--- src/design/assert_macros.svh ---
// Assertion macros used by the top-level design file.
`ifndef ASSERT_MACROS_SVH
`define ASSERT_MACROS_SVH

// Same-cycle implication, sampled on clk, off while rst_n is low.
`define ASSERT_SAME(label, ante, cons) \
    label: assert property (@(posedge clk) disable iff (!rst_n) (ante) |-> (cons)) \
        else $error("assertion failed");

// Next-cycle implication, sampled on clk, off while rst_n is low.
`define ASSERT_NEXT(label, ante, cons) \
    label: assert property (@(posedge clk) disable iff (!rst_n) (ante) |=> (cons)) \
        else $error("assertion failed");

`endif

--- src/design/rar_pkg.sv ---
// Types, widths and the microcode program of the fraction add and reduce block.
package rar_pkg;

    // Field widths.
    localparam int FIELD_BITS   = 16;
    localparam int NUM_OUT_BITS = 32;
    localparam int DEN_OUT_BITS = 30;

    // Input word.
    typedef struct packed {
        logic signed [FIELD_BITS-1:0] base_numerator;
        logic        [FIELD_BITS-2:0] base_denominator;
        logic signed [FIELD_BITS-1:0] addend_numerator;
        logic        [FIELD_BITS-2:0] addend_denominator;
    } rar_in_t;

    // Output word.
    typedef struct packed {
        logic signed [NUM_OUT_BITS-1:0] sum_numerator;
        logic        [DEN_OUT_BITS-1:0] sum_denominator;
    } rar_out_t;

    // Datapath operations driven by one control word.
    typedef enum logic [3:0] {
        OP_NOP,
        OP_WAIT_IN,
        OP_MUL_AD,
        OP_MUL_CB,
        OP_ADD_MUL_BD,
        OP_DEN,
        OP_GCD_INIT,
        OP_GCD_STEP,
        OP_G_FORM,
        OP_DIVN_INIT,
        OP_DIV_STEP,
        OP_DIVN_DONE,
        OP_DIVD_DONE,
        OP_EMIT
    } op_t;

    // Sequencer conditions for the step after this one.
    typedef enum logic [2:0] {
        COND_NEXT,
        COND_JUMP,
        COND_HOLD_IN,
        COND_SKIP_NOTPOS,
        COND_LOOP_GCD,
        COND_LOOP_DIV,
        COND_HOLD_OUT
    } cond_t;

    localparam int PC_BITS = 4;
    typedef logic [PC_BITS-1:0] pc_t;

    // Named program addresses.
    localparam pc_t PC_FETCH     = 4'd0;
    localparam pc_t PC_MUL_AD    = 4'd1;
    localparam pc_t PC_MUL_CB    = 4'd2;
    localparam pc_t PC_ADD       = 4'd3;
    localparam pc_t PC_DEN       = 4'd4;
    localparam pc_t PC_GCD_INIT  = 4'd5;
    localparam pc_t PC_GCD_LOOP  = 4'd6;
    localparam pc_t PC_G_FORM    = 4'd7;
    localparam pc_t PC_DIVN_INIT = 4'd8;
    localparam pc_t PC_DIVN_LOOP = 4'd9;
    localparam pc_t PC_DIVN_DONE = 4'd10;
    localparam pc_t PC_DIVD_LOOP = 4'd11;
    localparam pc_t PC_DIVD_DONE = 4'd12;
    localparam pc_t PC_EMIT      = 4'd13;

    typedef struct packed {
        op_t   op;
        cond_t cond;
        pc_t   target;
    } ucode_t;

    // Control store: one word per program address.
    function automatic ucode_t ucode_rom(input pc_t pc);
        ucode_t w;
        unique case (pc)
            PC_FETCH:     w = '{OP_WAIT_IN,    COND_HOLD_IN,     PC_FETCH};
            PC_MUL_AD:    w = '{OP_MUL_AD,     COND_NEXT,        PC_FETCH};
            PC_MUL_CB:    w = '{OP_MUL_CB,     COND_NEXT,        PC_FETCH};
            PC_ADD:       w = '{OP_ADD_MUL_BD, COND_NEXT,        PC_FETCH};
            PC_DEN:       w = '{OP_DEN,        COND_SKIP_NOTPOS, PC_EMIT};
            PC_GCD_INIT:  w = '{OP_GCD_INIT,   COND_NEXT,        PC_FETCH};
            PC_GCD_LOOP:  w = '{OP_GCD_STEP,   COND_LOOP_GCD,    PC_GCD_LOOP};
            PC_G_FORM:    w = '{OP_G_FORM,     COND_NEXT,        PC_FETCH};
            PC_DIVN_INIT: w = '{OP_DIVN_INIT,  COND_NEXT,        PC_FETCH};
            PC_DIVN_LOOP: w = '{OP_DIV_STEP,   COND_LOOP_DIV,    PC_DIVN_LOOP};
            PC_DIVN_DONE: w = '{OP_DIVN_DONE,  COND_NEXT,        PC_FETCH};
            PC_DIVD_LOOP: w = '{OP_DIV_STEP,   COND_LOOP_DIV,    PC_DIVD_LOOP};
            PC_DIVD_DONE: w = '{OP_DIVD_DONE,  COND_NEXT,        PC_FETCH};
            PC_EMIT:      w = '{OP_EMIT,       COND_HOLD_OUT,    PC_FETCH};
            default:      w = '{OP_NOP,        COND_JUMP,        PC_FETCH};
        endcase
        return w;
    endfunction

endpackage

--- src/design/rational_add_reduce_top.sv ---
// Fraction adder with GCD reduction, run by a microcoded sequencer.
//
//  channel  | word      | handshake
//  ---------+-----------+------------------------------
//  item     | rar_in_t  | item_valid / item_stall
//  result   | rar_out_t | result_valid / result_stall
//
// An item whose sum or denominator is not positive skips from the denominator
// step straight to the emit step. A reduced item runs the binary GCD loop
// (one subtract or halving per cycle) and then two restoring divisions,
// which take one quotient bit per cycle through one shared subtractor.
// All control comes from a 14-word control store.
// Reset clears the program counter and the result valid; payload registers hold
// no reset. A new item is taken only at the fetch step, while a finished word
// may still wait in the result register; the emit step holds until it is free.
module rational_add_reduce_top (
    input  logic               clk,
    input  logic               rst_n,
    input  logic               item_valid,
    output logic               item_stall,
    input  rar_pkg::rar_in_t   item,
    output logic               result_valid,
    input  logic               result_stall,
    output rar_pkg::rar_out_t  result
);
    import rar_pkg::*;

    `include "assert_macros.svh"

    localparam int NW = 2 * FIELD_BITS;
    localparam int DW = 2 * FIELD_BITS - 2;
    localparam int KW = $clog2(NW);
    localparam int CW = $clog2(NW);
    localparam logic [CW-1:0] CNT_LAST = CW'(NW - 1);

    // Sequencer state.
    pc_t    pc_reg, pc_next;
    ucode_t ctrl;
    logic   result_valid_reg;
    logic   out_free;

    // Datapath registers.
    rar_in_t              in_reg;
    logic signed [NW-1:0] prod_reg;
    logic signed [NW-1:0] num_reg;
    logic [DW-1:0]        den_reg;
    logic [NW-1:0]        u_reg, u_next;
    logic [NW-1:0]        v_reg, v_next;
    logic [KW-1:0]        k_reg, k_next;
    logic [NW-1:0]        g_reg;
    logic [NW-1:0]        rem_reg, rem_next;
    logic [NW-1:0]        quo_reg, quo_next;
    logic [CW-1:0]        cnt_reg;
    rar_out_t             result_reg;

    // Shared multiplier operands.
    logic signed [FIELD_BITS-1:0] mul_x, mul_y;
    logic signed [NW-1:0]         mul_p;

    logic          not_pos;
    logic [NW:0]   div_shift, div_trial;

    assign ctrl     = ucode_rom(pc_reg);
    assign out_free = !result_valid_reg || !result_stall;
    assign not_pos  = num_reg[NW-1] || (num_reg == '0) || (prod_reg == '0);

    // Take a word only at the fetch step.
    assign item_stall   = (ctrl.op != OP_WAIT_IN);
    assign result_valid = result_valid_reg;
    assign result       = result_reg;

    // Select the multiplier operands.
    always_comb
    begin
        unique case (ctrl.op)
            OP_MUL_AD:
            begin
                mul_x = in_reg.base_numerator;
                mul_y = $signed({1'b0, in_reg.addend_denominator});
            end
            OP_MUL_CB:
            begin
                mul_x = in_reg.addend_numerator;
                mul_y = $signed({1'b0, in_reg.base_denominator});
            end
            default:
            begin
                mul_x = $signed({1'b0, in_reg.base_denominator});
                mul_y = $signed({1'b0, in_reg.addend_denominator});
            end
        endcase
    end

    assign mul_p = NW'(mul_x) * NW'(mul_y);

    // Binary GCD step: halve even values, subtract when both are odd.
    always_comb
    begin
        u_next = u_reg;
        v_next = v_reg;
        k_next = k_reg;
        if (u_reg != v_reg)
        begin
            priority if (!u_reg[0] && !v_reg[0])
            begin
                u_next = u_reg >> 1;
                v_next = v_reg >> 1;
                k_next = k_reg + 1'b1;
            end
            else if (!u_reg[0])
            begin
                u_next = u_reg >> 1;
            end
            else if (!v_reg[0])
            begin
                v_next = v_reg >> 1;
            end
            else if (u_reg > v_reg)
            begin
                u_next = u_reg - v_reg;
            end
            else
            begin
                v_next = v_reg - u_reg;
            end
        end
    end

    // Restoring division: one quotient bit per step.
    always_comb
    begin
        div_shift = {rem_reg, quo_reg[NW-1]};
        div_trial = div_shift - {1'b0, g_reg};
        rem_next  = div_trial[NW] ? div_shift[NW-1:0] : div_trial[NW-1:0];
        quo_next  = {quo_reg[NW-2:0], ~div_trial[NW]};
    end

    // Pick the next program address.
    always_comb
    begin
        pc_next = pc_reg + 1'b1;
        unique case (ctrl.cond)
            COND_NEXT:        pc_next = pc_reg + 1'b1;
            COND_JUMP:        pc_next = ctrl.target;
            COND_HOLD_IN:     pc_next = item_valid ? pc_reg + 1'b1 : pc_reg;
            COND_SKIP_NOTPOS: pc_next = not_pos ? ctrl.target : pc_reg + 1'b1;
            COND_LOOP_GCD:    pc_next = (u_reg != v_reg) ? ctrl.target : pc_reg + 1'b1;
            COND_LOOP_DIV:    pc_next = (cnt_reg != CNT_LAST) ? ctrl.target : pc_reg + 1'b1;
            COND_HOLD_OUT:    pc_next = out_free ? ctrl.target : pc_reg;
            default:          pc_next = PC_FETCH;
        endcase
    end

    // Advance the sequencer and hold the result valid.
    always_ff @(posedge clk or negedge rst_n)
    begin
        if (!rst_n)
        begin
            pc_reg           <= PC_FETCH;
            result_valid_reg <= 1'b0;
        end
        else
        begin
            pc_reg <= pc_next;
            if (ctrl.op == OP_EMIT && out_free)
            begin
                result_valid_reg <= 1'b1;
            end
            else if (!result_stall)
            begin
                result_valid_reg <= 1'b0;
            end
        end
    end

    // Datapath registers, one operation per control word.
    always_ff @(posedge clk)
    begin
        unique case (ctrl.op)
            OP_WAIT_IN:
            begin
                if (item_valid)
                begin
                    in_reg <= item;
                end
            end
            OP_MUL_AD:
            begin
                prod_reg <= mul_p;
            end
            OP_MUL_CB:
            begin
                num_reg  <= prod_reg;
                prod_reg <= mul_p;
            end
            OP_ADD_MUL_BD:
            begin
                num_reg  <= num_reg + prod_reg;
                prod_reg <= mul_p;
            end
            OP_DEN:
            begin
                den_reg <= prod_reg[DW-1:0];
            end
            OP_GCD_INIT:
            begin
                u_reg <= num_reg;
                v_reg <= NW'(den_reg);
                k_reg <= '0;
            end
            OP_GCD_STEP:
            begin
                u_reg <= u_next;
                v_reg <= v_next;
                k_reg <= k_next;
            end
            OP_G_FORM:
            begin
                g_reg <= u_reg << k_reg;
            end
            OP_DIVN_INIT:
            begin
                quo_reg <= num_reg;
                rem_reg <= '0;
                cnt_reg <= '0;
            end
            OP_DIV_STEP:
            begin
                rem_reg <= rem_next;
                quo_reg <= quo_next;
                cnt_reg <= cnt_reg + 1'b1;
            end
            OP_DIVN_DONE:
            begin
                num_reg <= quo_reg;
                quo_reg <= NW'(den_reg);
                rem_reg <= '0;
                cnt_reg <= '0;
            end
            OP_DIVD_DONE:
            begin
                den_reg <= quo_reg[DW-1:0];
            end
            OP_EMIT:
            begin
                if (out_free)
                begin
                    result_reg.sum_numerator   <= NUM_OUT_BITS'(num_reg);
                    result_reg.sum_denominator <= DEN_OUT_BITS'(den_reg);
                end
            end
            default:
            begin
            end
        endcase
    end

    // Checks on the sequencer and the reduction datapath.
    `ASSERT_NEXT(a_accept_starts, (item_valid && !item_stall), (pc_reg == PC_MUL_AD))
    `ASSERT_NEXT(a_emit_loads, (ctrl.op == OP_EMIT && out_free), result_valid)
    `ASSERT_SAME(a_gcd_nonzero, (ctrl.op == OP_GCD_STEP), (u_reg != '0 && v_reg != '0))
    `ASSERT_SAME(a_div_nonzero, (ctrl.op == OP_DIV_STEP), (g_reg != '0))

endmodule
--- config.mk ---
export PLATFORM = sky130hd
export DESIGN_NAME = rational_add_reduce_top
export DESIGN_NICKNAME = d
export VERILOG_FILES = /design/src/design/rar_pkg.sv /design/src/design/rational_add_reduce_top.sv
export VERILOG_INCLUDE_DIRS = /design/src /design/src/design
export SDC_FILE = /design/constraint.sdc
export NUM_CORES = 2
export LEC_CHECK = 0
export ABC_AREA = 1
export BUFFER_PORTS_ARGS = -buffer_cell sky130_fd_sc_hd__buf_2
export CAP_MARGIN = 20
export CORE_ASPECT_RATIO = 0.75
export CORE_MARGIN = 2
export CORE_UTILIZATION = 30
export DETAILED_ROUTE_END_ITERATION = 10
export MAX_ROUTING_LAYER = met4
export SLEW_MARGIN = 25
export SYNTH_ARGS = -nofsm -noshare
export SYNTH_HDL_FRONTEND = slang
export SYNTH_SLANG_ARGS = --single-unit
--- constraint.sdc ---
create_clock -name clk -period 8.2 [get_ports clk]
set_input_delay 0 -clock clk [delete_from_list [all_inputs] [get_ports clk]]
set_output_delay 0 -clock clk [all_outputs]
set_load 0.1 [all_outputs]
## Yosys cells after proc, flatten, opt, wreduce, memory -nomap -nowiden

Memory sizes are Yosys's and may differ from the RTL's.
Cells that the tools add are included.

| operators by class | value |
|---|---|
| shift operators | 1 |
| $mul | 1 |
| bitwise logic cells | 1 |
| eq/ne operators | 31 |
| divide/modulo/power cells | 0 |
| reductions and logical operators | 27 |
| mux-type cells | 31 |
| $lt $le $gt $ge | 1 |
| add/sub/neg operators | 7 |

Operator list:

| kind | number |
|---|---|
| two-way mux 32 bit | 11 |
| case mux 32 bit (2 select lines) | 3 |
| case mux 32 bit (3 select lines) | 2 |
| logical NOT 32 bit | 2 |
| subtractor 32 bit | 2 |
| case mux 30 bit (2 select lines) | 1 |
| subtractor 33 x 32 -> 33 bit | 1 |
| adder 32 bit | 1 |
| > comparator 32 bit | 1 |
| multiplier 16 x 16 -> 32 bit | 1 |
| != test 32 bit | 1 |
| case mux 16 bit (2 select lines) | 1 |
| left shift 32 x 5 -> 32 bit | 1 |
| case mux 4 bit (7 select lines) | 1 |
| == test 4 bit, second input constant | 6 |
| two-way mux 4 bit | 5 |
| case mux 5 bit (2 select lines) | 2 |
| == test 4 x 3 -> 1 bit, second input constant | 4 |
| two-way mux 15 bit | 1 |
| != test 4 bit, second input constant | 3 |
| adder 5 x 1 -> 5 bit, second input constant | 2 |
| two-way mux 5 bit | 2 |
| == test 3 bit, second input constant | 3 |
| == test 4 x 2 -> 1 bit, second input constant | 2 |
| other kinds (22) | 41 |

| storage, ports and cells | value |
|---|---|
| flip-flop bits (word level) | 393 |
| bits in writable memories | 0 |
| bits of input ports | 66 |
| word-level logic and storage cells | 121 |
| output and inout port bits | 64 |
| memories kept | 1 |
| memory bits (read-only) | 176 |
| latch bits | 0 |

Memories:

| name | depth | bits a word | rd ports | clocked after Yosys merged registers in | wr ports | line | text |
|---|---|---|---|---|---|---|---|
| (no name shown) | 16 | 11 | 1 | 0 | 0 | rar_pkg.sv:80 | `unique case (pc)` |

## Longest topological paths before layout

| logic depth | value |
|---|---|
| depth after elaboration | 7 |
| gate-level depth with buffers | 36 |
| depth with buffers taken out | 34 |

## Least setup slack after synthesis

OpenSTA, ideal clock, no wires.

| path | value |
|---|---|
| kind | register -> register |
| start | reg pc_reg[0] |
| end | reg prod_reg[27], data pin |
| setup slack | 1.424 ns |
| stages on the path, launching flop included | 32 |
| setup time | 0.262 ns |
| required time | 7.938 ns |
| buffers on the path | 2 |
| period minus slack after synthesis | 6.776 ns |
| arrival time | 6.513 ns |
| cell sequence | dfrtp_1 > inv_2 > ha_1 > nand2_1 > o21ai_2 > nand2_4 > nor2_8 > nand2_2 > buf_4 > o21ai_2 > buf_2 > nand2_1 > fa_1 > inv_1 > fa_1 > inv_1 > fa_1 > inv_1 > fa_1 > fa_1 > inv_1 > fa_1 > inv_1 > ha_1 > nand2_1 > inv_1 > nand2_1 > nor2_1 > nand4_1 > nand3_1 > a21oi_1 > xor2_1 |

| on the way | value |
|---|---|
| word-level cells in the longest chain between the ends | 4 |
| elaborated cells on any way between the ends | 6 |
| classes of those cells | mul: 1; eq/ne: 2; mux: 2; memory: 1 |

RTL lines:

| item | line | text |
|---|---|---|
| start, declared | rational_add_reduce_top.sv:37 | `pc_t pc_reg, pc_next;` |
| start signal, assigned | rational_add_reduce_top.sv:164 | `pc_reg <= pc_next;` |
| memory read (16 x 11 bit) * | - |  |
| == test 4 x 2 -> 1 bit | rational_add_reduce_top.sv:75 | `unique case (ctrl.op)` |
| case mux 16 bit (2 select lines) / two-way mux 15 bit (equally long branches) | rational_add_reduce_top.sv:75 |  |
| multiplier 16 x 16 -> 32 bit * | rational_add_reduce_top.sv:94 | `assign mul_p = NW'(mul_x) * NW'(mul_y);` |
| net mul_p[27] | rational_add_reduce_top.sv:58 | `logic signed [NW-1:0] mul_p;` |
| end signal, assigned | rational_add_reduce_top.sv:189 | `prod_reg <= mul_p;` |
| end signal, assigned | rational_add_reduce_top.sv:194 | `prod_reg <= mul_p;` |
| end signal, assigned | rational_add_reduce_top.sv:199 | `prod_reg <= mul_p;` |
| end, declared | rational_add_reduce_top.sv:44 | `logic signed [NW-1:0] prod_reg;` |

The timed path passes the listed nets; every way through them passes the cells marked *.
A chain may end at the register's enable or synchronous reset.

## Worst setup path after layout

| path | value |
|---|---|
| start | reg pc_reg[1] |
| end | reg prod_reg[17], data pin |

Same word-level chain as after synthesis.

==> results.py <==
metrics = {
    "run_status": {
        "status": "complete, but fails checks",
        "violations": "DRC",
    },
    "clock_tree": {
        "worstSkewPairLatency_ns": 0.65,
        "h-tree-depth": 2,
        "cts_inserted_buffers": 45,
        "clockBufferDepth": 3,
        "cts_tree": "done",
        "clkTransAtPathRegs_ns": 0.06,
        "cts-root-buf": "clkbuf_16",
        "cts.sinks": 393,
        "post_cts_buffers": 0,
    },
    "drt": {
        "via_count": 32700,
        "drt_iter0_drc": 3411,
        "drt_pass1_iterations": 10,
        "antenna_left": 0,
        "route.detailed.drc": 10,
        "wl_um": 127000,
        "detail_route.wl_per_cell_um": 19.0,
        "avgViaCountPerCell": 4.90,
    },
    "logic_synthesis": {
        "synth.area.mux_share_pct": 0.509,
        "yosys-top-cells-count": "nand2_1 (1305), inv_1 (892), nor2_1 (519)",
        "synth_edf_count": 388,
        "ys.flop_type": "edfxtp_1",
        "ys_seq_elements": 393,
        "synth_fa_ha_area_share_pct": 20.8,
        "synth_top_area_share_pct": 31.2,
        "yosysWarnings": 0,
        "synthXorXnorAreaFrac_pct": 1.97,
        "ys_top_cells_by_area": "edfxtp_1 (31%), fa_1 (13%), nand2_1 (13%), inv_1 (9.0%), ha_1 (7.4%)",
        "yosysTopAreaCell": "edfxtp_1",
        "yosysSeqAreaShare_pct": 31.5,
        "yosysUniqueCellTypes": 58,
        "yosys.area_share.simple_pct": 23.9,
        "yosys.cell_count.top_type": "nand2_1",
        "async_flop_share_pct": 1.27,
        "synth_compound_area_share_pct": 10.1,
        "synth_top_family_by_area": "simple AND/OR/NAND/NOR gates",
        "synth_nets": 5373,
        "syn_area_mm2": 0.0374,
        "avgSynthCellArea_um2": 7.72,
        "synth_cells": 4837,
    },
    "placed_design": {
        "placed_cell_area_mm2": 0.0398,
        "hpwl_um": 102000,
        "dp.cells": 6534,
        "portBuffers": 129,
        "pre_cts_ws_ns": 0.573,
        "gp_congestion": 1.03,
    },
    "die": {
        "die_h_um": 310,
        "rows": 112,
        "dieWidth_um": 412,
        "start_util_pct": 30.1,
        "core_area_mm2": 0.124,
        "ios": 130,
        "dieArea_mm2": 0.127,
    },
    "sta": {
        "post-route-period-util_pct": 94.8,
        "grt_setup_unrepaired": "false",
        "skew_ns": 0.0400,
        "hold_viol": 0,
        "fin_tns_setup_ns": 0,
        "worst_slew_pin_slew_ns": 1.08,
        "slew_viol_final": 0,
        "relSlewSlack_pct": 27.5,
        "worst_slack_ns": 0.426,
        "setup_viol": 0,
        "finalCriticalPeriod_ns": 7.77,
        "fmax_ghz": 0.129,
    },
    "global_routing": {
        "gr-max-usage-layer": "met1",
        "overflow": 0,
        "grt_pass1_vias": 31600,
        "grt_use_met1_pct": 29.8,
        "met2_usage_pct": 29.7,
        "grt_use_total_pct": 20.6,
        "grt_max_degree": 76,
        "antenna_found_initial": 2,
        "grt_pass1_wl_um": 194000,
        "use_met3_pct": 3.15,
    },
    "worst_setup_path": {
        "reg2reg_slack_ns": 0.43,
        "path_class": "reg2reg",
        "rr_worst_depth": 28,
        "slowest_stage": "o211ai_2",
        "r2r_start": "pc_reg[1]",
        "worst_r2r_endpoint": "prod_reg[17]",
        "start_kind": "flip-flop",
        "cp.arrival_ns": 8.14,
        "cp_max_fo": 15,
        "cpPeakStageDelay_ns": 0.87,
        "crit_required_ns": 8.56,
        "endpoint_kind": "flip-flop",
    },
    "power": {
        "leakage_uw": 0.0201,
        "p_per_area_mw_per_mm2": 102,
        "p_total_uw": 4250,
        "peakVddDrop_uv": 137,
    },
    "finish": {
        "drive_gt1_share_pct": 7.56,
        "final_area_mm2": 0.0418,
        "finalNonFillerCells": 6687,
        "final_nets": 5530,
        "area_growth_pct": 12.0,
        "num-fill-cells": 13100,
    },
    "worst_hold_path": {
        "holdPathStages": 2,
        "hp-start": "item[42]",
        "hold_class": "in2reg",
        "hold_end": "in_reg[42]",
    },
    "run": {
        "maxCapViolCount": 0,
    },
}
==> placed cells by master (no fill, tap or decap), drive strengths merged, types with 31 or more instances in the layout <==
| cell type | synthesis | layout |
|---|---|---|
| nand2 | 1330 | 1330 |
| inv | 924 | 930 |
| nor2 | 543 | 543 |
| edfxtp | 388 | 388 |
| fa | 250 | 250 |
| a21oi | 241 | 241 |
| o21ai | 228 | 228 |
| ha | 220 | 220 |
| nand3 | 219 | 219 |
| buf | 72 | 176 |
| xor2 | 66 | 66 |
| dlygate4sd3 | 0 | 66 |
| clkbuf | 60 | 48 |
| nand4 | 41 | 41 |
| o211ai | 35 | 35 |
| o21bai | 31 | 31 |
==> through the flow <==
step	util, %	hold slack [ns]
2_1_floorplan	-	-0.296
3_3_place_gp	32.1	-0.169
3_5_place_dp	32.1	-0.167
4_1_cts	33.7	0.0303
5_1_grt	33.7	0.0524
6_report	33.7	0.0734
==> cells by family (layout without fill, tap and decap cells) <==
logic type	Yosys count	after routing
adder cells (fa/ha/maj)	470	470
flip-flops	393	393
buffers and inverters	1063	1254
multiplexers	19	19
XOR/XNOR	84	84
AO/OA/AOI/OAI	623	623
other	0	6
AND/OR/NAND/NOR	2185	2185
==> power breakdown <==
| part | switching, uW | leakage [uW] | internal [uW] |
|---|---|---|---|
| clock network | 948 | 0.000686 | 1090 |
| registers | 0.00000000000000988 | 0.00372 | 2180 |
| logic | 10.9 | 0.0156 | 31.2 |
| total | 959 | 0.0201 | 3290 |
==> repair_timing <==
item | CTS | global route
hold buffers | 66 | 0
endpoints found under the hold margin | 72 | 0
gates resized for setup | 0 | 1
endpoints found under the setup margin | 0 | 1
==> worst max-delay path, delay by kind of cell (launching register included) <==
kind                       cells  cell delay (ns)
DFF                            1             0.55
xor gates and xnor gates       1             0.09
AOI/OAI and AO/OA              5             1.53
buffers and inverters          8             0.96
and+or+nand+nor                6             0.97
adders and majority gates      8             3.35
==> metal layers <==
layer,vias to the layer above,routed length (um)
met5,-,0
met4,0,3540
met3,152,10100
met2,1230,53200
met1,15700,60100
li1,15600,-
==> worst max-delay path by stage <==
stage,startpoint,slack [ns],end,depth (start not counted)
2_1_floorplan,pc_reg[0],1.42,prod_reg[27],31
3_3_place_gp,pc_reg[1],0.60,prod_reg[28],30
3_5_place_dp,pc_reg[0],0.57,prod_reg[28],27
4_1_cts,pc_reg[0],0.52,prod_reg[28],27
5_1_grt,pc_reg[1],0.04,prod_reg[27],29
6_report,pc_reg[1],0.43,prod_reg[17],28
==> area by class of cell <==
type                       instances  area, um^2  area share, %
timing repair buffer             242        1660           3.96
tap                             1653        2070           4.94
antenna                            6        15.0         0.0359
multi-input combinational       3381       21400           51.2
inverter                         931        3500           8.37
clock buffer                      48        1140           2.72
sequential                       393       11800           28.1
clock inverter                    33         282          0.673
Note: power is estimated with default switching activity, not from simulation.
